$ cat src/rtl/pss_pkg.sv
// Shared types, constants and helper functions of the step sequencer.
package pss_pkg;

  // Default parameter values
  localparam int DEF_MAX_STEPS  = 16;
  localparam int DEF_PHASE_BITS = 16;

  // Fixed field widths
  localparam int BEAT_W     = 32;
  localparam int GSTEP_W    = 32;
  localparam int VALUE_W    = 15;
  localparam int LOAD_IDX_W = 4;
  localparam int STEP_IDX_W = 4;
  localparam int KIND_W     = 2;
  localparam int NOTE_W     = 7;
  localparam int RATE_W     = 6;
  localparam int SEED_CMP_W = 48;

  // Remainder unit: bits consumed per cycle
  localparam int REM_BITS = 8;

  // Configuration port
  localparam int PADDR_W  = 5;
  localparam int PDATA_W  = 32;
  localparam int REGSEL_W = 3;

  // Register widths and reset values
  localparam int SC_W   = 5;
  localparam int RS_W   = 4;
  localparam int GL_W   = 17;
  localparam int FP_W   = 17;
  localparam int CH_W   = 4;
  localparam logic [SC_W-1:0] RST_STEP_COUNT  = 5'd8;
  localparam logic [RS_W-1:0] RST_RATE_SELECT = 4'd2;
  localparam logic [GL_W-1:0] RST_GATE_LENGTH = 17'd52429;
  localparam logic [FP_W-1:0] RST_FIRE_PROB   = 17'd65536;
  localparam logic [CH_W-1:0] RST_MIDI_CHAN   = 4'd0;

  localparam int NOTE_MAX = 127;

  // Register indexes
  typedef enum logic [REGSEL_W-1:0] {
    REG_STEP_COUNT,
    REG_RATE_SELECT,
    REG_GATE_LENGTH,
    REG_FIRE_PROB,
    REG_MIDI_CHAN
  } reg_idx_t;

  // Item operation codes
  localparam logic OP_TICK = 1'b0;
  localparam logic OP_LOAD = 1'b1;

  // MIDI event kinds
  typedef enum logic [KIND_W-1:0] {
    MIDI_NONE,
    MIDI_OFF,
    MIDI_ON
  } midi_kind_t;

  // Rate select codes
  localparam logic [RS_W-1:0] RATE_QUARTER = 4'd0;
  localparam logic [RS_W-1:0] RATE_HALF    = 4'd1;
  localparam logic [RS_W-1:0] RATE_ONE     = 4'd2;
  localparam logic [RS_W-1:0] RATE_TWO     = 4'd3;
  localparam logic [RS_W-1:0] RATE_FOUR    = 4'd4;
  localparam logic [RS_W-1:0] RATE_EIGHT   = 4'd5;
  localparam logic [RS_W-1:0] RATE_ONEHALF = 4'd6;
  localparam logic [RS_W-1:0] RATE_THREE   = 4'd7;

  // Request to the remainder unit
  typedef struct packed {
    logic               start;
    logic [GSTEP_W-1:0] dividend;
  } rem_req_t;

  // Steps per beat in quarters; codes above the table act as six
  function automatic logic [RATE_W-1:0] rate_quarters(input logic [RS_W-1:0] sel);
    logic [RATE_W-1:0] q;
    case (sel)
      RATE_QUARTER: q = 6'd1;
      RATE_HALF:    q = 6'd2;
      RATE_ONE:     q = 6'd4;
      RATE_TWO:     q = 6'd8;
      RATE_FOUR:    q = 6'd16;
      RATE_EIGHT:   q = 6'd32;
      RATE_ONEHALF: q = 6'd6;
      RATE_THREE:   q = 6'd12;
      default:      q = 6'd24;
    endcase
    return q;
  endfunction

  // xorshift32 hash of a global step
  function automatic logic [GSTEP_W-1:0] hash32(input logic [GSTEP_W-1:0] s);
    logic [GSTEP_W-1:0] h;
    h = s;
    h = h ^ (h << 13);
    h = h ^ (h >> 17);
    h = h ^ (h << 5);
    return h;
  endfunction

endpackage

$ cat src/rtl/pss_in_if.sv
// Input channel of the step sequencer: phase ticks and step loads.
interface pss_in_if #(
  parameter int PHASE_BITS = pss_pkg::DEF_PHASE_BITS
);
  import pss_pkg::*;

  logic                         valid;
  logic                         ready;
  logic                         op;
  logic [PHASE_BITS-1:0]        tick_phase;
  logic [LOAD_IDX_W-1:0]        load_index;
  logic signed [VALUE_W-1:0]    load_value;

  modport source (output valid, op, tick_phase, load_index, load_value, input ready);
  modport sink   (input valid, op, tick_phase, load_index, load_value, output ready);
endinterface

$ cat src/rtl/pss_out_if.sv
// Result channel of the step sequencer.
interface pss_out_if;
  import pss_pkg::*;

  logic                      valid;
  logic                      ready;
  logic signed [VALUE_W-1:0] step_value_out;
  logic                      trigger;
  logic                      gate;
  logic [STEP_IDX_W-1:0]     step_index;
  logic [KIND_W-1:0]         midi_kind;
  logic [NOTE_W-1:0]         midi_note;
  logic                      last;

  modport source (output valid, step_value_out, trigger, gate, step_index, midi_kind,
                  midi_note, last, input ready);
  modport sink   (input valid, step_value_out, trigger, gate, step_index, midi_kind,
                  midi_note, last, output ready);
endinterface

$ cat src/rtl/probabilistic_step_sequencer.sv
// Probabilistic step sequencer: phase ticks in, step value, gate and MIDI events out.
//
// Each tick item carries a beat phase; the block counts beat wraps, scales the
// beat position by the selected rate, takes the step index modulo the step
// count, looks the step value up in a table and decides by a hash of the global
// step whether the step fires. A tick passes through the multiply, hash,
// remainder, read, evaluate and send states to the output register, with an
// extra send state when a note-off precedes a note-on, and no new item is
// taken until the sequencer is back in idle. The remainder unit works through
// 8 dividend bits per cycle; the table read is registered. A load item writes the
// table in the cycle it is accepted and the next item can follow at once. The
// output register lets the block take the next item while a result still waits.
// The table reads as undefined until each entry has been loaded.
module probabilistic_step_sequencer #(
  parameter int MAX_STEPS  = pss_pkg::DEF_MAX_STEPS,
  parameter int PHASE_BITS = pss_pkg::DEF_PHASE_BITS
) (
  input  logic                        clk,
  input  logic                        rst_n,
  pss_in_if.sink                      in_ch,
  pss_out_if.source                   out_ch,
  input  logic                        psel,
  input  logic                        penable,
  input  logic                        pwrite,
  input  logic [pss_pkg::PADDR_W-1:0] paddr,
  input  logic [pss_pkg::PDATA_W-1:0] pwdata,
  output logic [pss_pkg::PDATA_W-1:0] prdata,
  output logic                        pready
);
  import pss_pkg::*;

  localparam int IDX_W  = $clog2(MAX_STEPS);
  localparam int NW     = $clog2(MAX_STEPS + 1);
  localparam int POS_W  = BEAT_W + PHASE_BITS;
  localparam int SCL_W  = POS_W + RATE_W;
  localparam int FRAC_W = PHASE_BITS + 2;
  localparam int GCMP_W = FRAC_W + GL_W;
  localparam logic [PHASE_BITS-1:0] HALF_BEAT = PHASE_BITS'(1) << (PHASE_BITS - 1);

  typedef enum logic [2:0] {
    S_IDLE,
    S_MUL,
    S_HASH,
    S_MOD,
    S_READ,
    S_EVAL,
    S_SEND_OFF,
    S_SEND
  } state_t;

  // Configuration registers
  logic [SC_W-1:0] step_count_r;
  logic [RS_W-1:0] rate_sel_r;
  logic [GL_W-1:0] gate_len_r;
  logic [FP_W-1:0] fire_prob_r;
  logic [CH_W-1:0] midi_chan_r;
  logic            cfg_wr;

  // Control and sequencing state
  state_t                  state_r;
  logic [PHASE_BITS-1:0]   last_phase_r;
  logic [BEAT_W-1:0]       beat_cnt_r;
  logic [IDX_W-1:0]        last_step_r;
  logic                    last_step_vld_r;
  logic                    last_gate_r;
  logic [NOTE_W-1:0]       held_note_r;
  logic                    held_vld_r;

  // Datapath registers of one tick
  logic [POS_W-1:0]        pos_r;
  logic [RATE_W-1:0]       quarters_r;
  logic [NW-1:0]           n_r;
  logic [GSTEP_W-1:0]      gstep_r;
  logic [FRAC_W-1:0]       frac_r;
  logic [GSTEP_W-1:0]      seed_r;
  logic [SEED_CMP_W-1:0]   prob_rhs_r;
  logic                    gate_lt_r;
  logic                    fire_r;
  logic signed [VALUE_W-1:0] val_r;
  logic                    trig_r;
  logic                    gate_r;
  logic [STEP_IDX_W-1:0]   idx_r;
  midi_kind_t              kind_r;
  logic [NOTE_W-1:0]       note_r;
  logic [NOTE_W-1:0]       off_note_r;

  // Output register
  logic                      out_valid_r;
  logic signed [VALUE_W-1:0] out_val_r;
  logic                      out_trig_r;
  logic                      out_gate_r;
  logic [STEP_IDX_W-1:0]     out_idx_r;
  midi_kind_t                out_kind_r;
  logic [NOTE_W-1:0]         out_note_r;
  logic                      out_last_r;
  logic                      slot_free;

  // Combinational helpers
  logic                    in_acc;
  logic [PHASE_BITS-1:0]   phase_diff;
  logic                    wrap;
  logic [BEAT_W-1:0]       beat_cnt_nxt;
  logic [NW-1:0]           n_clamp;
  logic [SCL_W-1:0]        scaled;
  logic [GSTEP_W-1:0]      seed_src;
  logic [LOAD_IDX_W+IDX_W-1:0] li_ext;
  logic                    li_ok;
  logic [GCMP_W-1:0]       gate_lhs;
  logic [GCMP_W-1:0]       gate_rhs;

  // Table memory and remainder unit
  logic                    ram_we;
  logic                    ram_re;
  logic [IDX_W-1:0]        ram_waddr;
  logic [VALUE_W-1:0]      ram_rdata;
  rem_req_t                rem_req;
  logic                    rem_busy;
  logic [NW-1:0]           rem_q;

  // Evaluation of a tick
  logic signed [VALUE_W-1:0] ev_val;
  logic signed [VALUE_W-1:0] ev_outv;
  logic                      ev_gate;
  logic [IDX_W-1:0]          ev_cur;
  logic [IDX_W+STEP_IDX_W-1:0] ev_cur_ext;
  logic                      ev_new;
  logic [NOTE_W-1:0]         ev_note;

  // Configuration port
  assign pready = 1'b1;
  assign cfg_wr = psel && penable && pwrite;

  always_ff @(posedge clk) begin
    if (!rst_n) begin
      step_count_r <= RST_STEP_COUNT;
      rate_sel_r   <= RST_RATE_SELECT;
      gate_len_r   <= RST_GATE_LENGTH;
      fire_prob_r  <= RST_FIRE_PROB;
      midi_chan_r  <= RST_MIDI_CHAN;
    end else if (cfg_wr) begin
      case (paddr[PADDR_W-1:2])
        REG_STEP_COUNT:  step_count_r <= pwdata[SC_W-1:0];
        REG_RATE_SELECT: rate_sel_r   <= pwdata[RS_W-1:0];
        REG_GATE_LENGTH: gate_len_r   <= pwdata[GL_W-1:0];
        REG_FIRE_PROB:   fire_prob_r  <= pwdata[FP_W-1:0];
        REG_MIDI_CHAN:   midi_chan_r  <= pwdata[CH_W-1:0];
        default: ;
      endcase
    end
  end

  always_comb begin
    case (paddr[PADDR_W-1:2])
      REG_STEP_COUNT:  prdata = PDATA_W'(step_count_r);
      REG_RATE_SELECT: prdata = PDATA_W'(rate_sel_r);
      REG_GATE_LENGTH: prdata = PDATA_W'(gate_len_r);
      REG_FIRE_PROB:   prdata = PDATA_W'(fire_prob_r);
      REG_MIDI_CHAN:   prdata = PDATA_W'(midi_chan_r);
      default:         prdata = '0;
    endcase
  end

  // Accept, detect beat wrap, clamp step count
  assign in_ch.ready  = (state_r == S_IDLE);
  assign in_acc       = in_ch.valid && (state_r == S_IDLE);
  assign phase_diff   = last_phase_r - in_ch.tick_phase;
  assign wrap         = (last_phase_r > in_ch.tick_phase) && (phase_diff > HALF_BEAT);
  assign beat_cnt_nxt = beat_cnt_r + BEAT_W'(wrap);

  always_comb begin
    if (step_count_r == '0) begin
      n_clamp = NW'(1);
    end else if (32'(step_count_r) > MAX_STEPS) begin
      n_clamp = NW'(MAX_STEPS);
    end else begin
      n_clamp = NW'(step_count_r);
    end
  end

  // Table writes on load items inside the table range
  assign li_ext    = (LOAD_IDX_W+IDX_W)'(in_ch.load_index);
  assign li_ok     = (32'(li_ext) < MAX_STEPS);
  assign ram_waddr = li_ext[IDX_W-1:0];
  assign ram_we    = in_acc && (in_ch.op == OP_LOAD) && li_ok;
  assign ram_re    = (state_r == S_READ);

  pss_ram #(
    .WIDTH (VALUE_W),
    .DEPTH (MAX_STEPS)
  ) u_table (
    .clk   (clk),
    .we    (ram_we),
    .waddr (ram_waddr),
    .wdata (in_ch.load_value),
    .re    (ram_re),
    .raddr (rem_q[IDX_W-1:0]),
    .rdata (ram_rdata)
  );

  // Scale, hash and gate compare
  assign scaled   = SCL_W'(pos_r) * SCL_W'(quarters_r);
  assign seed_src = (gstep_r == '0) ? GSTEP_W'(1) : gstep_r;
  assign gate_lhs = GCMP_W'({frac_r, 16'h0});
  assign gate_rhs = {gate_len_r, FRAC_W'(0)};

  assign rem_req.start    = (state_r == S_HASH);
  assign rem_req.dividend = gstep_r;

  pss_rem #(
    .NW (NW)
  ) u_rem (
    .clk     (clk),
    .rst_n   (rst_n),
    .req     (rem_req),
    .divisor (n_r),
    .busy    (rem_busy),
    .rem     (rem_q)
  );

  // Step value, trigger, gate and note of the current tick
  assign ev_val     = $signed(ram_rdata);
  assign ev_outv    = fire_r ? ev_val : '0;
  assign ev_gate    = fire_r && gate_lt_r;
  assign ev_cur     = rem_q[IDX_W-1:0];
  assign ev_cur_ext = (IDX_W+STEP_IDX_W)'(ev_cur);
  assign ev_new     = !last_step_vld_r || (ev_cur != last_step_r);

  always_comb begin
    if (ev_outv[VALUE_W-1]) begin
      ev_note = '0;
    end else if (ev_outv[VALUE_W-2:0] > (VALUE_W-1)'(NOTE_MAX)) begin
      ev_note = NOTE_W'(NOTE_MAX);
    end else begin
      ev_note = ev_outv[NOTE_W-1:0];
    end
  end

  assign slot_free = !out_valid_r || out_ch.ready;

  // Sequencer and registered results
  always_ff @(posedge clk) begin
    if (!rst_n) begin
      state_r         <= S_IDLE;
      last_phase_r    <= '0;
      beat_cnt_r      <= '0;
      last_step_r     <= '0;
      last_step_vld_r <= 1'b0;
      last_gate_r     <= 1'b0;
      held_note_r     <= '0;
      held_vld_r      <= 1'b0;
      out_valid_r     <= 1'b0;
    end else begin
      // Drop a taken result unless a send state reloads the register
      if (out_ch.ready && (state_r != S_SEND) && (state_r != S_SEND_OFF)) begin
        out_valid_r <= 1'b0;
      end
      case (state_r)
        S_IDLE: begin
          if (in_ch.valid && (in_ch.op == OP_TICK)) begin
            last_phase_r <= in_ch.tick_phase;
            beat_cnt_r   <= beat_cnt_nxt;
            pos_r        <= {beat_cnt_nxt, in_ch.tick_phase};
            quarters_r   <= rate_quarters(rate_sel_r);
            n_r          <= n_clamp;
            state_r      <= S_MUL;
          end
        end
        S_MUL: begin
          gstep_r <= scaled[FRAC_W +: GSTEP_W];
          frac_r  <= scaled[FRAC_W-1:0];
          state_r <= S_HASH;
        end
        S_HASH: begin
          seed_r     <= hash32(seed_src);
          prob_rhs_r <= {fire_prob_r[15:0], 32'h0} - SEED_CMP_W'(fire_prob_r[15:0]);
          gate_lt_r  <= gate_lhs < gate_rhs;
          state_r    <= S_MOD;
        end
        S_MOD: begin
          fire_r <= fire_prob_r[FP_W-1] || ({seed_r, 16'h0} < prob_rhs_r);
          if (!rem_busy) begin
            state_r <= S_READ;
          end
        end
        S_READ: begin
          state_r <= S_EVAL;
        end
        S_EVAL: begin
          val_r           <= ev_outv;
          trig_r          <= ev_new && fire_r;
          gate_r          <= ev_gate;
          idx_r           <= ev_cur_ext[STEP_IDX_W-1:0];
          off_note_r      <= held_note_r;
          last_step_r     <= ev_cur;
          last_step_vld_r <= 1'b1;
          last_gate_r     <= ev_gate;
          state_r         <= S_SEND;
          if (ev_gate && !last_gate_r) begin
            kind_r      <= MIDI_ON;
            note_r      <= ev_note;
            held_note_r <= ev_note;
            held_vld_r  <= 1'b1;
            if (held_vld_r) begin
              state_r <= S_SEND_OFF;
            end
          end else if (!ev_gate && last_gate_r && held_vld_r) begin
            kind_r     <= MIDI_OFF;
            note_r     <= held_note_r;
            held_vld_r <= 1'b0;
          end else begin
            kind_r <= MIDI_NONE;
            note_r <= '0;
          end
        end
        S_SEND_OFF: begin
          if (slot_free) begin
            out_valid_r <= 1'b1;
            out_val_r   <= val_r;
            out_trig_r  <= trig_r;
            out_gate_r  <= gate_r;
            out_idx_r   <= idx_r;
            out_kind_r  <= MIDI_OFF;
            out_note_r  <= off_note_r;
            out_last_r  <= 1'b0;
            state_r     <= S_SEND;
          end
        end
        S_SEND: begin
          if (slot_free) begin
            out_valid_r <= 1'b1;
            out_val_r   <= val_r;
            out_trig_r  <= trig_r;
            out_gate_r  <= gate_r;
            out_idx_r   <= idx_r;
            out_kind_r  <= kind_r;
            out_note_r  <= note_r;
            out_last_r  <= 1'b1;
            state_r     <= S_IDLE;
          end
        end
        default: state_r <= S_IDLE;
      endcase
    end
  end

  // Drive the result channel
  assign out_ch.valid          = out_valid_r;
  assign out_ch.step_value_out = out_val_r;
  assign out_ch.trigger        = out_trig_r;
  assign out_ch.gate           = out_gate_r;
  assign out_ch.step_index     = out_idx_r;
  assign out_ch.midi_kind      = out_kind_r;
  assign out_ch.midi_note      = out_note_r;
  assign out_ch.last           = out_last_r;

  // The remainder unit is idle whenever the sequencer waits for an item
  a_rem_idle: assert property (@(posedge clk) disable iff (!rst_n)
    (state_r == S_IDLE) |-> !rem_busy)
    else $error("remainder unit busy while sequencer idle");

  // A held gate always has a note behind it
  a_gate_held: assert property (@(posedge clk) disable iff (!rst_n)
    last_gate_r |-> held_vld_r)
    else $error("gate high without a held note");

  // A non-final item is a note-off and is followed by the note-on of the same tick
  a_off_then_on: assert property (@(posedge clk) disable iff (!rst_n)
    (out_valid_r && !out_last_r && out_ch.ready) |=>
      (out_valid_r && out_last_r && (out_kind_r == MIDI_ON)))
    else $error("note-off item not followed by note-on");

  // Table writes never meet a table read
  a_ram_excl: assert property (@(posedge clk) disable iff (!rst_n)
    !(ram_we && ram_re))
    else $error("table write and read in the same cycle");

endmodule

$ cat src/rtl/pss_ram.sv
// Generic single-port-write, single-port-read RAM with registered read data.
module pss_ram #(
  parameter int WIDTH = 8,
  parameter int DEPTH = 16
) (
  input  logic                     clk,
  input  logic                     we,
  input  logic [$clog2(DEPTH)-1:0] waddr,
  input  logic [WIDTH-1:0]         wdata,
  input  logic                     re,
  input  logic [$clog2(DEPTH)-1:0] raddr,
  output logic [WIDTH-1:0]         rdata
);
  logic [WIDTH-1:0] mem [DEPTH];
  logic [WIDTH-1:0] rdata_r;

  // Write port
  always_ff @(posedge clk) begin
    if (we) begin
      mem[waddr] <= wdata;
    end
  end

  // Registered read port, held between reads
  always_ff @(posedge clk) begin
    if (re) begin
      rdata_r <= mem[raddr];
    end
  end

  assign rdata = rdata_r;
endmodule

$ cat src/rtl/pss_rem.sv
// Remainder unit: 32-bit dividend modulo a small divisor, several bits per cycle.
module pss_rem #(
  parameter int NW = 5
) (
  input  logic              clk,
  input  logic              rst_n,
  input  pss_pkg::rem_req_t req,
  input  logic [NW-1:0]     divisor,
  output logic              busy,
  output logic [NW-1:0]     rem
);
  import pss_pkg::*;

  localparam int STEPS = GSTEP_W / REM_BITS;
  localparam int CNT_W = $clog2(STEPS + 1);

  logic [CNT_W-1:0]   cnt_r;
  logic [GSTEP_W-1:0] sh_r;
  logic [NW-1:0]      rem_r;
  logic [NW-1:0]      rem_nxt;

  // One restoring step per dividend bit, REM_BITS steps this cycle
  always_comb begin
    logic [NW:0] t;
    rem_nxt = rem_r;
    for (int i = 0; i < REM_BITS; i++) begin
      t = {rem_nxt, sh_r[GSTEP_W-1-i]};
      if (t >= (NW+1)'(divisor)) begin
        t = t - (NW+1)'(divisor);
      end
      rem_nxt = t[NW-1:0];
    end
  end

  // Load on start, then advance until the dividend is consumed
  always_ff @(posedge clk) begin
    if (!rst_n) begin
      cnt_r <= '0;
    end else if (req.start) begin
      cnt_r <= CNT_W'(STEPS);
      sh_r  <= req.dividend;
      rem_r <= '0;
    end else if (cnt_r != '0) begin
      cnt_r <= cnt_r - CNT_W'(1);
      sh_r  <= sh_r << REM_BITS;
      rem_r <= rem_nxt;
    end
  end

  assign busy = (cnt_r != '0);
  assign rem  = rem_r;
endmodule

$ cat src/flat_wrapper.sv
// flat-port wrapper written by rule: the top's interface ports become plain ports
module probabilistic_step_sequencer_flat import pss_pkg::*;
#(
  parameter int MAX_STEPS  = pss_pkg::DEF_MAX_STEPS,
  parameter int PHASE_BITS = pss_pkg::DEF_PHASE_BITS
)
  (clk, rst_n, psel, penable, pwrite, paddr, pwdata, prdata, pready, in_ch_valid, in_ch_op, in_ch_tick_phase, in_ch_load_index, in_ch_load_value, in_ch_ready, out_ch_valid, out_ch_step_value_out, out_ch_trigger, out_ch_gate, out_ch_step_index, out_ch_midi_kind, out_ch_midi_note, out_ch_last, out_ch_ready);
  pss_in_if #(.PHASE_BITS(PHASE_BITS)) in_ch_i ();
  pss_out_if out_ch_i ();
  input  logic clk;
  input  logic rst_n;
  input  logic psel;
  input  logic penable;
  input  logic pwrite;
  input  logic [pss_pkg::PADDR_W-1:0] paddr;
  input  logic [pss_pkg::PDATA_W-1:0] pwdata;
  output logic [pss_pkg::PDATA_W-1:0] prdata;
  output logic pready;
  input wire logic [$bits(in_ch_i.valid)-1:0] in_ch_valid;
  input wire logic [$bits(in_ch_i.op)-1:0] in_ch_op;
  input wire logic [$bits(in_ch_i.tick_phase)-1:0] in_ch_tick_phase;
  input wire logic [$bits(in_ch_i.load_index)-1:0] in_ch_load_index;
  input wire logic [$bits(in_ch_i.load_value)-1:0] in_ch_load_value;
  output wire logic [$bits(in_ch_i.ready)-1:0] in_ch_ready;
  output wire logic [$bits(out_ch_i.valid)-1:0] out_ch_valid;
  output wire logic [$bits(out_ch_i.step_value_out)-1:0] out_ch_step_value_out;
  output wire logic [$bits(out_ch_i.trigger)-1:0] out_ch_trigger;
  output wire logic [$bits(out_ch_i.gate)-1:0] out_ch_gate;
  output wire logic [$bits(out_ch_i.step_index)-1:0] out_ch_step_index;
  output wire logic [$bits(out_ch_i.midi_kind)-1:0] out_ch_midi_kind;
  output wire logic [$bits(out_ch_i.midi_note)-1:0] out_ch_midi_note;
  output wire logic [$bits(out_ch_i.last)-1:0] out_ch_last;
  input wire logic [$bits(out_ch_i.ready)-1:0] out_ch_ready;
  assign in_ch_i.valid = in_ch_valid;
  assign in_ch_i.op = in_ch_op;
  assign in_ch_i.tick_phase = in_ch_tick_phase;
  assign in_ch_i.load_index = in_ch_load_index;
  assign in_ch_i.load_value = in_ch_load_value;
  assign in_ch_ready = in_ch_i.ready;
  assign out_ch_valid = out_ch_i.valid;
  assign out_ch_step_value_out = out_ch_i.step_value_out;
  assign out_ch_trigger = out_ch_i.trigger;
  assign out_ch_gate = out_ch_i.gate;
  assign out_ch_step_index = out_ch_i.step_index;
  assign out_ch_midi_kind = out_ch_i.midi_kind;
  assign out_ch_midi_note = out_ch_i.midi_note;
  assign out_ch_last = out_ch_i.last;
  assign out_ch_i.ready = out_ch_ready;
  probabilistic_step_sequencer #(.MAX_STEPS(MAX_STEPS), .PHASE_BITS(PHASE_BITS)) u_core (.clk(clk), .rst_n(rst_n), .in_ch(in_ch_i), .out_ch(out_ch_i), .psel(psel), .penable(penable), .pwrite(pwrite), .paddr(paddr), .pwdata(pwdata), .prdata(prdata), .pready(pready));
endmodule
$ cat config.mk
export PLATFORM = sky130hd
export DESIGN_NAME = probabilistic_step_sequencer_flat
export DESIGN_NICKNAME = d
export VERILOG_FILES = /design/src/rtl/pss_pkg.sv /design/src/rtl/pss_in_if.sv /design/src/rtl/pss_out_if.sv /design/src/rtl/probabilistic_step_sequencer.sv /design/src/rtl/pss_ram.sv /design/src/rtl/pss_rem.sv /design/src/flat_wrapper.sv
export SDC_FILE = /design/constraint.sdc
export NUM_CORES = 2
export LEC_CHECK = 0
export BUFFER_PORTS_ARGS = -buffer_cell sky130_fd_sc_hd__buf_4
export CORE_MARGIN = 2
export CORE_UTILIZATION = 44
export DETAILED_ROUTE_END_ITERATION = 12
export SLEW_MARGIN = 20
export SYNTH_ARGS = -nofsm -noshare
export SYNTH_HDL_FRONTEND = slang
export SYNTH_HIERARCHICAL = 1
export SYNTH_SLANG_ARGS = --single-unit
export TNS_END_PERCENT = 20
$ cat constraint.sdc
create_clock -name clk -period 23.4 [get_ports clk]
set_clock_uncertainty 0.2 [all_clocks]
set_input_delay 4.68 -clock clk [delete_from_list [all_inputs] [get_ports clk]]
set_output_delay 4.68 -clock clk [all_outputs]
set_load 0.01 [all_outputs]
==> results.cfg <==
[yosys]
netlist-cell-type-count = 88
post_synth_xor_xnor_area_pct = 4.80
synthesis.area_mm2 = 0.0389
share_of_synthesized_cell_area_in_full_adder_half_adder_and_majority_cells_pct = 15.1
synth.ff_latch_count = 664
synth_async_sr_flop_share_pct = 0
post_synth_inst_count = 3312
yosysWarnings = 6
synth_top_family_by_area = adder cells
synth-edff-count = 548
synth-simple-area-share_pct = 12.6
syn_avg_cell_area_um2 = 11.7
yosysSeqAreaShare_pct = 48.3
synth_mux_area_share_pct = 6.33
synth_top_flop_cell = sky130_fd_sc_hd__edfxtp_1
synth_compound_gate_area_share_pct = 7.72

[grt]
antenna_found_initial = 0
global_route.overflow_total = 0
first_global_vias = 24300
grt_max_degree = 81
grt_pass1_wl_mm = 135
groute.usage.overall_pct = 18.8

[setup_path]
worst_path_max_delay_cell = sky130_fd_sc_hd__edfxtp_1
cp.arrival_ns = 15.76
critPathLaunchType = flop
worst_path_max_stage_delay_ns = 0.69
timing.critical_path.required_ns = 23.57
critical_path.max_fanout = 10
critical_path.endpoint_type = flop
critical_setup_path_kind = reg -> reg

[detailed_routing]
routed-via-count = 24000
drtIter0Drc = 1674
firstDrtPassIters = 6
drt-vias-per-instance = 5.19
ant_nets = 0
remaining_drc_errors = 0
route.detailed.wl_per_inst_um = 18.1
final_routed_wirelength_across_all_metal_layers_mm = 83.5

[floorplanning]
area_of_the_die_mm2 = 0.0907
floorplan.die.height_um = 301
die_w_um = 301
floorplan.io_pins = 146
floorplan_core_area_mm2 = 0.0872
fp-row-count = 108
initial_utilization_pct = 44.6

[clock_network]
clock_sinks = 664
cts_resized = 0
clkSlewWorstSetupHoldPaths_ns = 0.06
cts_max_level = 3
hold_buffers = 0
tritoncts = yes
clock_path_buffers = 3
postCtsSetupBuffers = 0
cts_made_buffers = 73
clock_insertion_delay_worst_skew_ns = 0.63
cts_root_buffer = sky130_fd_sc_hd__clkbuf_16

[cells_and_area]
nets = 3839
ant_diodes = 0
area_growth_pct = 11.6
drive_gt1_share_pct = 11.6

[sta]
layout_worst_path_cycle_share_pct = 66.7
slew_violations = 0
setup_ws_ns = 7.80
final_hold_viol_count = 0
max_slew.worst_pin.slew_ns = 1.11
rsz0062_at_grt = false
period_minus_slack_ns = 15.60
timing.setup.tns_ns = 0
setup_viol = 0
max-slew-margin-rel_pct = 25.3
fmax_mhz = 64.1

[placed_design]
dp_worst_setup_slack_ns = 7.79
detailedPlacementHpwl_mm = 59.4
finalWeightedCongestion = 0.841
io_buffer_count = 112

[run]
timing.max_cap.violations = 0

[worst_hold_path]
worst_hold_check_path_type = reg -> reg

[status]
status = complete, no violations
[registers in the layout (all words and copies together) (netlist names), 5 cells and up]
signal                        count
u_core/held_note_r                7
u_core/n_r                        5
u_core/step_count_r               5
u_core/gstep_r                   32
u_core/beat_cnt_r                32
u_core/fire_prob_r               17
u_core/seed_r                    32
u_core/note_r                     7
u_core/off_note_r                 7
u_core/out_ch.midi_note           7
u_core/val_r                     15
u_core/frac_r                    16
u_core/u_rem/rem                  5
u_core/last_phase_r              16
u_core/out_ch.step_value_out     15
u_core/pos_r                     48
u_core/u_table/rdata             15
u_core/prob_rhs_r                47
u_core/gate_len_r                17
u_core/u_rem/sh_r                32
u_core/quarters_r                 6
u_core/u_table/mem              240
[cells in the mapped netlist, drive strengths merged, types with 6 or more instances]
cell	count	share of area, %
nor3	40	0.55
o21a	9	0.17
a22oi	30	0.58
nor2b	26	0.42
o21ai	71	0.91
or2	9	0.14
o211ai	19	0.37
o21bai	14	0.27
mux2i	46	1.2
and3	18	0.30
ha	165	5.3
and4	8	0.19
nand4	28	0.45
nor2	153	1.5
mux4	61	3.7
xor2	83	1.9
xnor2	130	2.9
or3	15	0.25
o31ai	7	0.14
inv	348	3.4
clkbuf	113	1.1
a22o	15	0.34
nor4	21	0.34
and2	274	4.4
mux2	49	1.4
nand2b	24	0.39
a21oi	170	2.2
dfxtp	116	6.0
a21o	43	0.83
fa	189	9.7
a211oi	9	0.22
buf	35	0.68
or4	6	0.12
a21boi	9	0.17
nand3	29	0.41
edfxtp	548	42
a31oi	24	0.39
nand2	290	2.8
[kinds of logic (layout without fill, tap and decap cells)]
family,count (synthesis),after routing
adders and majority gates,354,354
xor gates and xnor gates,213,213
buffers and inverters,498,638
and+or+nand+nor,956,956
other,2,16
AOI/OAI and AO/OA,469,469
muxes,156,156
DFF,664,664
[cell type report]
| class | instances | area (um^2) |
|---|---|---|
| inverters | 350 | 1320 |
| clock inverters | 39 | 449 |
| well taps | 1155 | 1450 |
| fillers | 7652 | 43800 |
| flip-flops and latches | 664 | 18800 |
| multi-input cells | 2164 | 18200 |
| repair buffers | 152 | 1140 |
| clock buffers | 97 | 2030 |
[metal layers]
| layer | track usage (%) | vias to the layer above | share of wire (%) |
|---|---|---|---|
| met1 | 27.9 | 11800 | 49 |
| met5 | 0 | - | 0 |
| met2 | 29.6 | 422 | 46 |
| met4 | 4.10 | 0 | 1.5 |
| met3 | 2.31 | 81 | 3.8 |
| li1 | - | 11700 | - |
[path summary, 6_finish.rpt]
kind / cells after the start / start / slack [ns] / to
max: 58 / u_core/n_r[1] / 7.80 / u_core/u_rem/rem[2]
min: 0 / u_core/val_r[3] / 0.21 / u_core/out_ch.step_value_out[3]
max reg2reg: 58 / u_core/n_r[1] / 7.80 / u_core/u_rem/rem[2]
min reg2reg: 0 / u_core/val_r[3] / 0.21 / u_core/out_ch.step_value_out[3]
[through the flow]
stage	utilization, %	instance area [um^2]	instances	hold WS, ns
finish	49.8	43400	4621	0.214
detailed placement	46.9	40900	4485	0.205
CTS	49.8	43400	4621	0.213
floorplan	-	38900	3326	0.200
global route	49.8	43400	4621	0.223
global placement	46.9	40900	4485	0.202
[worst max-delay path, delay by kind of cell, from the launching register on]
| kind | cells | cell delay, ns |
|---|---|---|
| flip-flops | 1 | 0.69 |
| adder cells (fa/ha/maj) | 8 | 2.83 |
| AND/OR/NAND/NOR | 12 | 2.17 |
| multiplexers | 9 | 3.01 |
| AO/OA/AOI/OAI | 25 | 5.73 |
| buffers and inverters | 4 | 0.65 |
[cells in the final DEF (no fill, tap or decap), types with 15 or more instances in the layout]
cell type                     n
sky130_fd_sc_hd__nor2_1     147
sky130_fd_sc_hd__o21ai_0     58
sky130_fd_sc_hd__conb_1      16
sky130_fd_sc_hd__clkbuf_16   75
sky130_fd_sc_hd__clkbuf_1    15
sky130_fd_sc_hd__buf_4      152
sky130_fd_sc_hd__edfxtp_1   548
sky130_fd_sc_hd__nand3_1     28
sky130_fd_sc_hd__and3_1      17
sky130_fd_sc_hd__fa_1       189
sky130_fd_sc_hd__nor4_1      21
sky130_fd_sc_hd__mux4_1      16
sky130_fd_sc_hd__o211ai_1    19
sky130_fd_sc_hd__ha_1       165
sky130_fd_sc_hd__a22o_1      15
sky130_fd_sc_hd__inv_1      347
sky130_fd_sc_hd__dfxtp_1    116
sky130_fd_sc_hd__and2_1     274
sky130_fd_sc_hd__nand4_1     28
sky130_fd_sc_hd__nand2b_1    24
sky130_fd_sc_hd__mux2i_1     45
sky130_fd_sc_hd__a21o_1      43
sky130_fd_sc_hd__xnor2_1    130
sky130_fd_sc_hd__mux2_2      46
sky130_fd_sc_hd__a31oi_1     24
sky130_fd_sc_hd__nand2_1    290
sky130_fd_sc_hd__a21oi_1    170
sky130_fd_sc_hd__a22oi_1     30
sky130_fd_sc_hd__nor3_1      31
sky130_fd_sc_hd__xor2_1      83
sky130_fd_sc_hd__nor2b_1     26
sky130_fd_sc_hd__mux4_2      45
Power is not shown: default switching activity piles up to over one toggle a cycle in this logic, so the estimate is an artifact.
